File: src/sv/fcrh_pkg.sv
// Types and constants of the framed command recognizer.
`default_nettype none

package fcrh_pkg;

    typedef enum logic [2:0] {
        CMD_NONE,
        CMD_ONLINE,
        CMD_WATER,
        CMD_SOAP,
        CMD_BLOWER,
        CMD_FAUCET,
        CMD_PAUSE,
        CMD_UNRECOGNIZED
    } cmd_code_t;

    typedef struct packed {
        logic       mode;
        logic [7:0] rx_byte;
    } in_item_t;

    typedef struct packed {
        cmd_code_t command_code;
        logic      frame_dropped;
        logic      link_online;
        logic      link_changed;
    } out_item_t;

    // parser -> link and output stage
    typedef struct packed {
        cmd_code_t code;
        logic      dropped;
        logic      online_hit;
    } parse_result_t;

    // link -> output stage
    typedef struct packed {
        logic online;
        logic changed;
    } link_status_t;

    localparam int unsigned KW_COUNT = 6;
    localparam logic [KW_COUNT-1:0] LIVE_ALL = '1;

    localparam logic [7:0] CHAR_OPEN  = 8'h3C;  // '<'
    localparam logic [7:0] CHAR_CLOSE = 8'h3E;  // '>'
    localparam logic [7:0] CHAR_CR    = 8'h0D;
    localparam logic [7:0] CHAR_LF    = 8'h0A;

    localparam logic [15:0] TIMEOUT_RESET = 16'd15000;

    // common leading text of the five station keywords
    localparam logic [63:0] KW_PREFIX = "PHYSICAL";

    // keyword text, right-justified: last character sits in byte 0
    localparam logic [127:0] KW_TEXT [KW_COUNT] = '{
        128'("ONLINE"),
        128'({KW_PREFIX, "_WATER"}),
        128'({KW_PREFIX, "_SOAP"}),
        128'({KW_PREFIX, "_BLOWER"}),
        128'({KW_PREFIX, "_FAUCET"}),
        128'({KW_PREFIX, "_PAUSE"})
    };
    localparam logic [7:0] KW_LEN [KW_COUNT] = '{
        8'd6, 8'd14, 8'd13, 8'd15, 8'd15, 8'd14
    };
    localparam logic [3:0] KW_LAST [KW_COUNT] = '{
        4'd5, 4'd13, 4'd12, 4'd14, 4'd14, 4'd13
    };

endpackage

`default_nettype wire

File: src/sv/fcrh_parser.sv
// Frame parser: frame tracking, per-keyword live bits and command decode.
`default_nettype none

module fcrh_parser #(
    parameter int unsigned FRAME_CAPACITY = 64
) (
    input  wire logic                    clk,
    input  wire logic                    rst_n,
    input  wire logic                    accept,
    input  wire fcrh_pkg::in_item_t      item,
    output fcrh_pkg::parse_result_t      result
);

    localparam int unsigned LEN_W = $clog2(FRAME_CAPACITY);
    localparam logic [LEN_W-1:0] LEN_LIMIT = LEN_W'(FRAME_CAPACITY - 1);

    logic                             in_frame_reg, in_frame_next;
    logic [LEN_W-1:0]                 frame_length_reg, frame_length_next;
    logic [fcrh_pkg::KW_COUNT-1:0]    keyword_live_reg, keyword_live_next;
    logic [fcrh_pkg::KW_COUNT-1:0]    keep;
    logic [7:0]                       len8;

    assign len8 = 8'(frame_length_reg);

    // does keyword k still match with rx_byte at the current position
    always_comb
    begin
        for (int k = 0; k < fcrh_pkg::KW_COUNT; k++)
        begin
            keep[k] = (len8 < fcrh_pkg::KW_LEN[k]) &&
                      (fcrh_pkg::KW_TEXT[k][{fcrh_pkg::KW_LAST[k] - frame_length_reg[3:0],
                                             3'b000} +: 8] == item.rx_byte);
        end
    end

    always_comb
    begin
        in_frame_next     = in_frame_reg;
        frame_length_next = frame_length_reg;
        keyword_live_next = keyword_live_reg;
        result.code       = fcrh_pkg::CMD_NONE;
        result.dropped    = 1'b0;
        result.online_hit = 1'b0;

        if (accept && !item.mode)
        begin
            if (item.rx_byte == fcrh_pkg::CHAR_OPEN)
            begin
                in_frame_next     = 1'b1;
                frame_length_next = '0;
                keyword_live_next = fcrh_pkg::LIVE_ALL;
            end
            else if (!in_frame_reg)
            begin
                // outside a frame
            end
            else if (item.rx_byte == fcrh_pkg::CHAR_CLOSE)
            begin
                if (frame_length_reg != '0)
                begin
                    result.code = fcrh_pkg::CMD_UNRECOGNIZED;
                    // descending so the lowest matching keyword wins
                    for (int k = fcrh_pkg::KW_COUNT - 1; k >= 0; k--)
                    begin
                        if (keyword_live_reg[k] && (len8 == fcrh_pkg::KW_LEN[k]))
                        begin
                            result.code = fcrh_pkg::cmd_code_t'(3'(k + 1));
                        end
                    end
                    result.online_hit = (result.code == fcrh_pkg::CMD_ONLINE);
                end
                in_frame_next     = 1'b0;
                frame_length_next = '0;
                keyword_live_next = fcrh_pkg::LIVE_ALL;
            end
            else if (item.rx_byte == fcrh_pkg::CHAR_CR || item.rx_byte == fcrh_pkg::CHAR_LF)
            begin
                // line breaks inside a frame
            end
            else if (frame_length_reg < LEN_LIMIT)
            begin
                keyword_live_next = keyword_live_reg & keep;
                frame_length_next = frame_length_reg + 1'b1;
            end
            else
            begin
                in_frame_next     = 1'b0;
                frame_length_next = '0;
                keyword_live_next = fcrh_pkg::LIVE_ALL;
                result.dropped    = 1'b1;
            end
        end
    end

    always_ff @(posedge clk or negedge rst_n)
    begin
        if (!rst_n)
        begin
            in_frame_reg     <= 1'b0;
            frame_length_reg <= '0;
            keyword_live_reg <= fcrh_pkg::LIVE_ALL;
        end
        else
        begin
            in_frame_reg     <= in_frame_next;
            frame_length_reg <= frame_length_next;
            keyword_live_reg <= keyword_live_next;
        end
    end

endmodule

`default_nettype wire

File: src/sv/fcrh_link.sv
// Heartbeat tracker: saturating tick counter and online flag.
`default_nettype none

module fcrh_link (
    input  wire logic                 clk,
    input  wire logic                 rst_n,
    input  wire logic                 tick,
    input  wire logic                 online_hit,
    input  wire logic [15:0]          timeout_ms,
    output fcrh_pkg::link_status_t    status
);

    logic [15:0] elapsed_ticks_reg, elapsed_ticks_next;
    logic        online_reg, online_next;
    logic [15:0] elapsed_inc;

    assign elapsed_inc = (elapsed_ticks_reg != 16'hFFFF) ? elapsed_ticks_reg + 16'd1
                                                         : elapsed_ticks_reg;

    always_comb
    begin
        elapsed_ticks_next = elapsed_ticks_reg;
        online_next        = online_reg;
        if (tick)
        begin
            elapsed_ticks_next = elapsed_inc;
            if (online_reg && (elapsed_inc >= timeout_ms))
            begin
                online_next = 1'b0;
            end
        end
        else if (online_hit)
        begin
            online_next        = 1'b1;
            elapsed_ticks_next = '0;
        end
        status.online  = online_next;
        status.changed = online_next != online_reg;
    end

    always_ff @(posedge clk or negedge rst_n)
    begin
        if (!rst_n)
        begin
            elapsed_ticks_reg <= '0;
            online_reg        <= 1'b0;
        end
        else
        begin
            elapsed_ticks_reg <= elapsed_ticks_next;
            online_reg        <= online_next;
        end
    end

endmodule

`default_nettype wire

File: src/sv/framed_command_recognizer_heartbeat.sv
// Top level of the framed command recognizer with heartbeat timeout.
// Input channel (in_valid/in_ready/in_data): one transaction is either a
// received UART byte (mode 0) or a one millisecond tick (mode 1).
// Output channel (out_valid/out_ready/out_data): exactly one result per
// input transaction, in order: command code of a closed frame, oversize
// drop flag, and the link state with a change flag.
// The result is registered: valid in the cycle after the input is accepted.
// Throughput: one transaction per cycle; parser and heartbeat state update
// in the accepting cycle and the result register holds the answer.
// When the receiver stalls, the result register holds and in_ready drops
// until the result is taken; taking it reopens the input in the same cycle.
// cfg_wr_en/cfg_wr_data write timeout_ms at once; write it only while idle.
// Reset (rst_n low, asynchronous): no frame open, all keywords live,
// counter zero, link offline, timeout_ms 15000, output empty.
// FRAME_CAPACITY sets the frame length limit: a frame of FRAME_CAPACITY-1
// characters is dropped on its next character except '<', '>', CR or LF.
`default_nettype none

module framed_command_recognizer_heartbeat #(
    parameter int unsigned FRAME_CAPACITY = 64
) (
    input  wire logic                 clk,
    input  wire logic                 rst_n,
    input  wire logic                 in_valid,
    output logic                      in_ready,
    input  wire fcrh_pkg::in_item_t   in_data,
    output logic                      out_valid,
    input  wire logic                 out_ready,
    output fcrh_pkg::out_item_t       out_data,
    input  wire logic                 cfg_wr_en,
    input  wire logic [15:0]          cfg_wr_data
);

    logic                     accept;
    logic [15:0]              timeout_reg;
    logic                     out_valid_reg, out_valid_next;
    fcrh_pkg::out_item_t      out_data_reg;
    fcrh_pkg::parse_result_t  parse;
    fcrh_pkg::link_status_t   link;

    assign in_ready = !out_valid_reg || out_ready;
    assign accept   = in_valid && in_ready;

    fcrh_parser #(
        .FRAME_CAPACITY (FRAME_CAPACITY)
    ) u_parser (
        .clk    (clk),
        .rst_n  (rst_n),
        .accept (accept),
        .item   (in_data),
        .result (parse)
    );

    fcrh_link u_link (
        .clk        (clk),
        .rst_n      (rst_n),
        .tick       (accept && in_data.mode),
        .online_hit (parse.online_hit),
        .timeout_ms (timeout_reg),
        .status     (link)
    );

    always_comb
    begin
        out_valid_next = out_valid_reg;
        if (accept)
        begin
            out_valid_next = 1'b1;
        end
        else if (out_ready)
        begin
            out_valid_next = 1'b0;
        end
    end

    always_ff @(posedge clk or negedge rst_n)
    begin
        if (!rst_n)
        begin
            out_valid_reg <= 1'b0;
            timeout_reg   <= fcrh_pkg::TIMEOUT_RESET;
        end
        else
        begin
            out_valid_reg <= out_valid_next;
            if (cfg_wr_en)
            begin
                timeout_reg <= cfg_wr_data;
            end
        end
    end

    always_ff @(posedge clk)
    begin
        if (accept)
        begin
            out_data_reg.command_code  <= parse.code;
            out_data_reg.frame_dropped <= parse.dropped;
            out_data_reg.link_online   <= link.online;
            out_data_reg.link_changed  <= link.changed;
        end
    end

    assign out_valid = out_valid_reg;
    assign out_data  = out_data_reg;

endmodule

`default_nettype wire

File: config.mk
export PLATFORM = sky130hd
export DESIGN_NAME = framed_command_recognizer_heartbeat
export DESIGN_NICKNAME = d
export VERILOG_FILES = /design/src/sv/fcrh_pkg.sv /design/src/sv/fcrh_parser.sv /design/src/sv/fcrh_link.sv /design/src/sv/framed_command_recognizer_heartbeat.sv
export SDC_FILE = /design/constraint.sdc
export NUM_CORES = 1
export LEC_CHECK = 0
export ABC_AREA = 1
export BUFFER_PORTS_ARGS = -buffer_cell sky130_fd_sc_hd__buf_2
export CAP_MARGIN = 20
export CORE_MARGIN = 3
export CORE_UTILIZATION = 55
export CTS_BUF_LIST = sky130_fd_sc_hd__clkbuf_4 sky130_fd_sc_hd__clkbuf_8
export DETAILED_ROUTE_END_ITERATION = 7
export GPL_ROUTABILITY_DRIVEN = 1
export HOLD_SLACK_MARGIN = 0.05
export PLACE_DENSITY = 0.77
export SLEW_MARGIN = 20
export SYNTH_ARGS = -nofsm -noshare
export SYNTH_HDL_FRONTEND = slang
export SYNTH_HIERARCHICAL = 1
export SYNTH_SLANG_ARGS = --single-unit
File: constraint.sdc
create_clock -name clk -period 3.1 [get_ports clk]
set_clock_uncertainty 0.05 [all_clocks]
set_input_delay 0.155 -clock clk [delete_from_list [all_inputs] [get_ports clk]]
set_output_delay 0.155 -clock clk [all_outputs]
set_load 0.005 [all_outputs]
==> tab_implementation.tex <==
\begin{tabular}{lr}
\hline
Metric & Value \\
\hline
\multicolumn{2}{l}{\textbf{Status}} \\
Result of the run & finished clean \\
\multicolumn{2}{l}{\textbf{Finish}} \\
Ratio of cells with drive above 1 in the final layout & 14.7\% \\
Sequential standard cell area & 1370 sq um \\
Relative area change from synthesis to final layout & 10.3\% \\
Number of inserted diodes & 0 \\
Fill cell instance count of the final layout & 768 \\
Most common cell after layout, fill and taps aside & nand2\_1 \\
Final-stage net count & 856 \\
Commonest non-fill, non-tap cells in the layout & 254 x nand2\_1, 97 x inv\_1, 71 x nand3\_1, 65 x nor2\_1, 40 x o21ai\_0 \\
Area of the multi-input gates & 2920 sq um \\
\multicolumn{2}{l}{\textbf{Clock network}} \\
Count of instances resized after the clock tree is built & 0 \\
Clock-pin slew on the worst setup and hold paths & 0.10 ns \\
Root buffer cell & clkbuf\_8 \\
Num CTS Buffers & 5 \\
CTS Sinks & 53 \\
Clock tree from TritonCTS & done \\
Maximum clock path buffer count & 2 \\
H-Tree Level Count & 2 \\
Skew-Pair Late Insertion Delay & 0.30 ns \\
\multicolumn{2}{l}{\textbf{Die}} \\
Placement row count & 33 \\
Horizontal die dimension & 99.7 um \\
Initial Utilization & 57.6\% \\
Number of ports placed on the die boundary & 38 \\
DIE AREA & 9940 sq um \\
Std-Cell Core Area & 8380 sq um \\
Overall die height & 99.7 um \\
\multicolumn{2}{l}{\textbf{Synth}} \\
Syn Inst Count & 748 \\
Number of nets in the synthesized netlist & 807 \\
Mapped Avg Cell Area & 6.46 sq um \\
Fraction of the yosys area taken by sequential cells & 28.4\% \\
Synthesized area & 4830 sq um \\
Register bit count reported by yosys & 53 \\
Library cells used by synthesis & 42 \\
Synthesis warning total & 6 \\
\multicolumn{2}{l}{\textbf{Critical path}} \\
Kind of critical path & reg -> reg \\
Crit path cell chain & ha\_1 -> nand2\_1 -> inv\_2 -> nand2\_4 -> clkinv\_2 -> nand2\_2 -> nor2\_2 -> nand2\_1 -> nand3\_1 -> and2\_1 -> ha\_1 -> nand2\_1 -> o21ai\_0 -> a21oi\_1 -> nand2\_1 -> nand2\_1 -> nand2\_1 -> nand2\_1 \\
Nature of the critical path startpoint & flop \\
Endpoint class of the critical path & flop \\
Critical Path Fanout Max & 5 \\
Launch point of the critical path & u\_link/elapsed\_ticks\_reg[0] \\
Most frequent CP cell & nand2\_1 \\
Data arrival at the endpoint of the critical path & 2.81 ns \\
Critical-path top delay cell & dfrtp\_1 \\
Cell family with the largest share of critical-path delay & simple AND/OR/NAND/NOR gates \\
Delay of the slowest cell on the worst path & 0.44 ns \\
Required arrival time at the worst endpoint & 3.10 ns \\
Worst path buffer plus inverter count & 2 \\
Crit Reg-Reg Startpoint & u\_link/elapsed\_ticks\_reg[0] \\
Worst reg-to-reg setup slack & 0.29 ns \\
\multicolumn{2}{l}{\textbf{Timing}} \\
Setup Viol. Count Final & 0 \\
Setup slack after layout & 0.293 ns \\
Final min period & 2.81 ns \\
Fmax & 0.356 GHz \\
Total negative setup slack & 0 ns \\
Headroom to the max-slew limit & 59.7\% \\
Tcrit/Tclk final & 90.6\% \\
Slew @ Worst Pin & 0.605 ns \\
Number of hold violations in the final report & 0 \\
Number of max-slew violations in the final report & 0 \\
RSZ-0062 raised after global routing & no \\
\multicolumn{2}{l}{\textbf{Power}} \\
Leakage dissipation & 2.87 nW \\
Maximum ir drop on the vdd rail & 0.291 mV \\
Power density cells & 578 nW/um\^{}2 \\
Total power of the final layout & 0.00308 W \\
\multicolumn{2}{l}{\textbf{Place}} \\
Half-perimeter wire length after placement & 9820 um \\
PortBufs & 37 \\
Gpl congestion & 0.944 \\
Post-Place Setup Slack & 0.363 ns \\
\multicolumn{2}{l}{\textbf{Detailed routing}} \\
Number of optimization iterations in the first detailed-route pass & 5 \\
Final Routed Wirelength & 13,000 um \\
Antenna-violating nets left & 0 \\
WL per Instance & 14.4 um \\
Routed vias & 4,990 \\
Iter 0 DRT Violations & 549 \\
Residual DRC & 0 \\
Routed via count divided by cell count & 5.53 \\
\multicolumn{2}{l}{\textbf{Global route}} \\
Overall global routing resource usage & 26.5\% \\
Global-route wire length before repair & 21,500 um \\
Antenna violations before repair & 0 \\
Total global routing overflow & 0 \\
Maximum number of pins on one net before global-route repair & 48 \\
Vias in the first global route & 4,495 \\
\multicolumn{2}{l}{\textbf{Hold path}} \\
Hold Path Origin & out\_ready \\
Worst min-delay path class & in -> reg \\
\multicolumn{2}{l}{\textbf{Run}} \\
Number of maximum-capacitance constraint violations & 0 \\
\hline
\end{tabular}
routing by layer:
| layer | part of all wire [%] | up-vias | wire (um) | GRT usage, % |
|---|---|---|---|---|
| met5 | 0 | - | 0 | 0 |
| met4 | 0.79 | 0 | 102 | 4.41 |
| met3 | 8.1 | 10 | 1050 | 3.86 |
| met2 | 43 | 202 | 5550 | 39.9 |
| met1 | 48 | 2309 | 6260 | 40.9 |
| li1 | - | 2469 | - | - |
stage by stage:
stage / hold slack (ns) / utilization (%) / area, sq um / instances
floorplan: -0.191 / - / 4830 / 748
global placement: 0.311 / 60.2 / 5050 / 877
detailed placement: 0.316 / 60.2 / 5050 / 877
CTS: 0.0599 / 63.5 / 5320 / 903
global route: 0.100 / 63.5 / 5330 / 903
finish: 0.0647 / 63.5 / 5330 / 903
worst reg2reg max path: stages, from the launching register on:
cell      delay (ns)
dfrtp_1         0.44
ha_1            0.24
nand2_1         0.10
inv_2           0.07
nand2_4         0.09
clkinv_2        0.06
nand2_2         0.08
nor2_2          0.04
nand2_1         0.12
nand3_1         0.11
and2_1          0.18
ha_1            0.32
nand2_1         0.06
o21ai_0         0.18
a21oi_1         0.10
nand2_1         0.12
nand2_1         0.08
nand2_1         0.07
nand2_1         0.06
where the power goes:
group / switching [W] / internal, W
clock network: 0.000214 / 0.000200
registers: 0.000112 / 0.000804
logic: 0.00116 / 0.000589
path summary, 6_finish.rpt:
path / to / depth (start not counted)
hold reg to reg: u_parser/keyword_live_reg[0] / 2
hold / removal: out_valid / 4
setup reg to reg: out_data[1] / 18
min in group asynchronous: u_parser/in_frame_reg / 2
setup / recovery: out_data[1] / 18
max in group asynchronous: timeout_reg[8] / 2
layout make-up:
| type | count | share of cell area (%) |
|---|---|---|
| clock buffers | 8 | 1.83 |
| inverters | 105 | 7.52 |
| multi-input cells | 572 | 54.8 |
| flip-flops and latches | 53 | 25.8 |
| well taps | 105 | 2.47 |
| repair buffers | 60 | 7.61 |
synthesized netlist by cell type, drive strengths merged:
| cell | n | area share (%) |
|---|---|---|
| o21a | 1 | 0.16 |
| a31o | 1 | 0.18 |
| xor2 | 13 | 2.5 |
| clkinv | 1 | 0.10 |
| nand3 | 74 | 8.0 |
| dfrtp | 34 | 18 |
| and2 | 3 | 0.44 |
| buf | 17 | 2.7 |
| edfxtp | 6 | 3.7 |
| ha | 29 | 7.5 |
| o21bai | 1 | 0.16 |
| o21ai | 51 | 6.0 |
| o211ai | 1 | 0.16 |
| inv | 104 | 8.2 |
| nor2 | 73 | 6.4 |
| nand2 | 274 | 22 |
| dfstp | 13 | 7.1 |
| nor3 | 11 | 1.6 |
| o22ai | 2 | 0.39 |
| a211oi | 1 | 0.16 |
| clkbuf | 1 | 0.078 |
| a31oi | 1 | 0.13 |
| a21oi | 24 | 2.6 |
| nand4 | 12 | 1.7 |
kinds of logic (layout without fill, tap and decap cells):
family                   Yosys count  in the layout  synth area share, %
AND/OR/NAND/NOR                  447            447                 40.6
buffers and inverters            123            173                 11.1
AO/OA/AOI/OAI                     83             83                 9.87
flip-flops                        53             53                 28.4
adder cells (fa/ha/maj)           29             29                 7.51
XOR/XNOR                          13             13                 2.51
repair_timing:
item,4_1_cts,5_1_grt
endpoints found under the setup margin,0,0
hold buffers,18,0
buffers inserted,0,0
hold endpoints to repair,51,0
No activity file was read; power rests on OpenSTA's default activity.
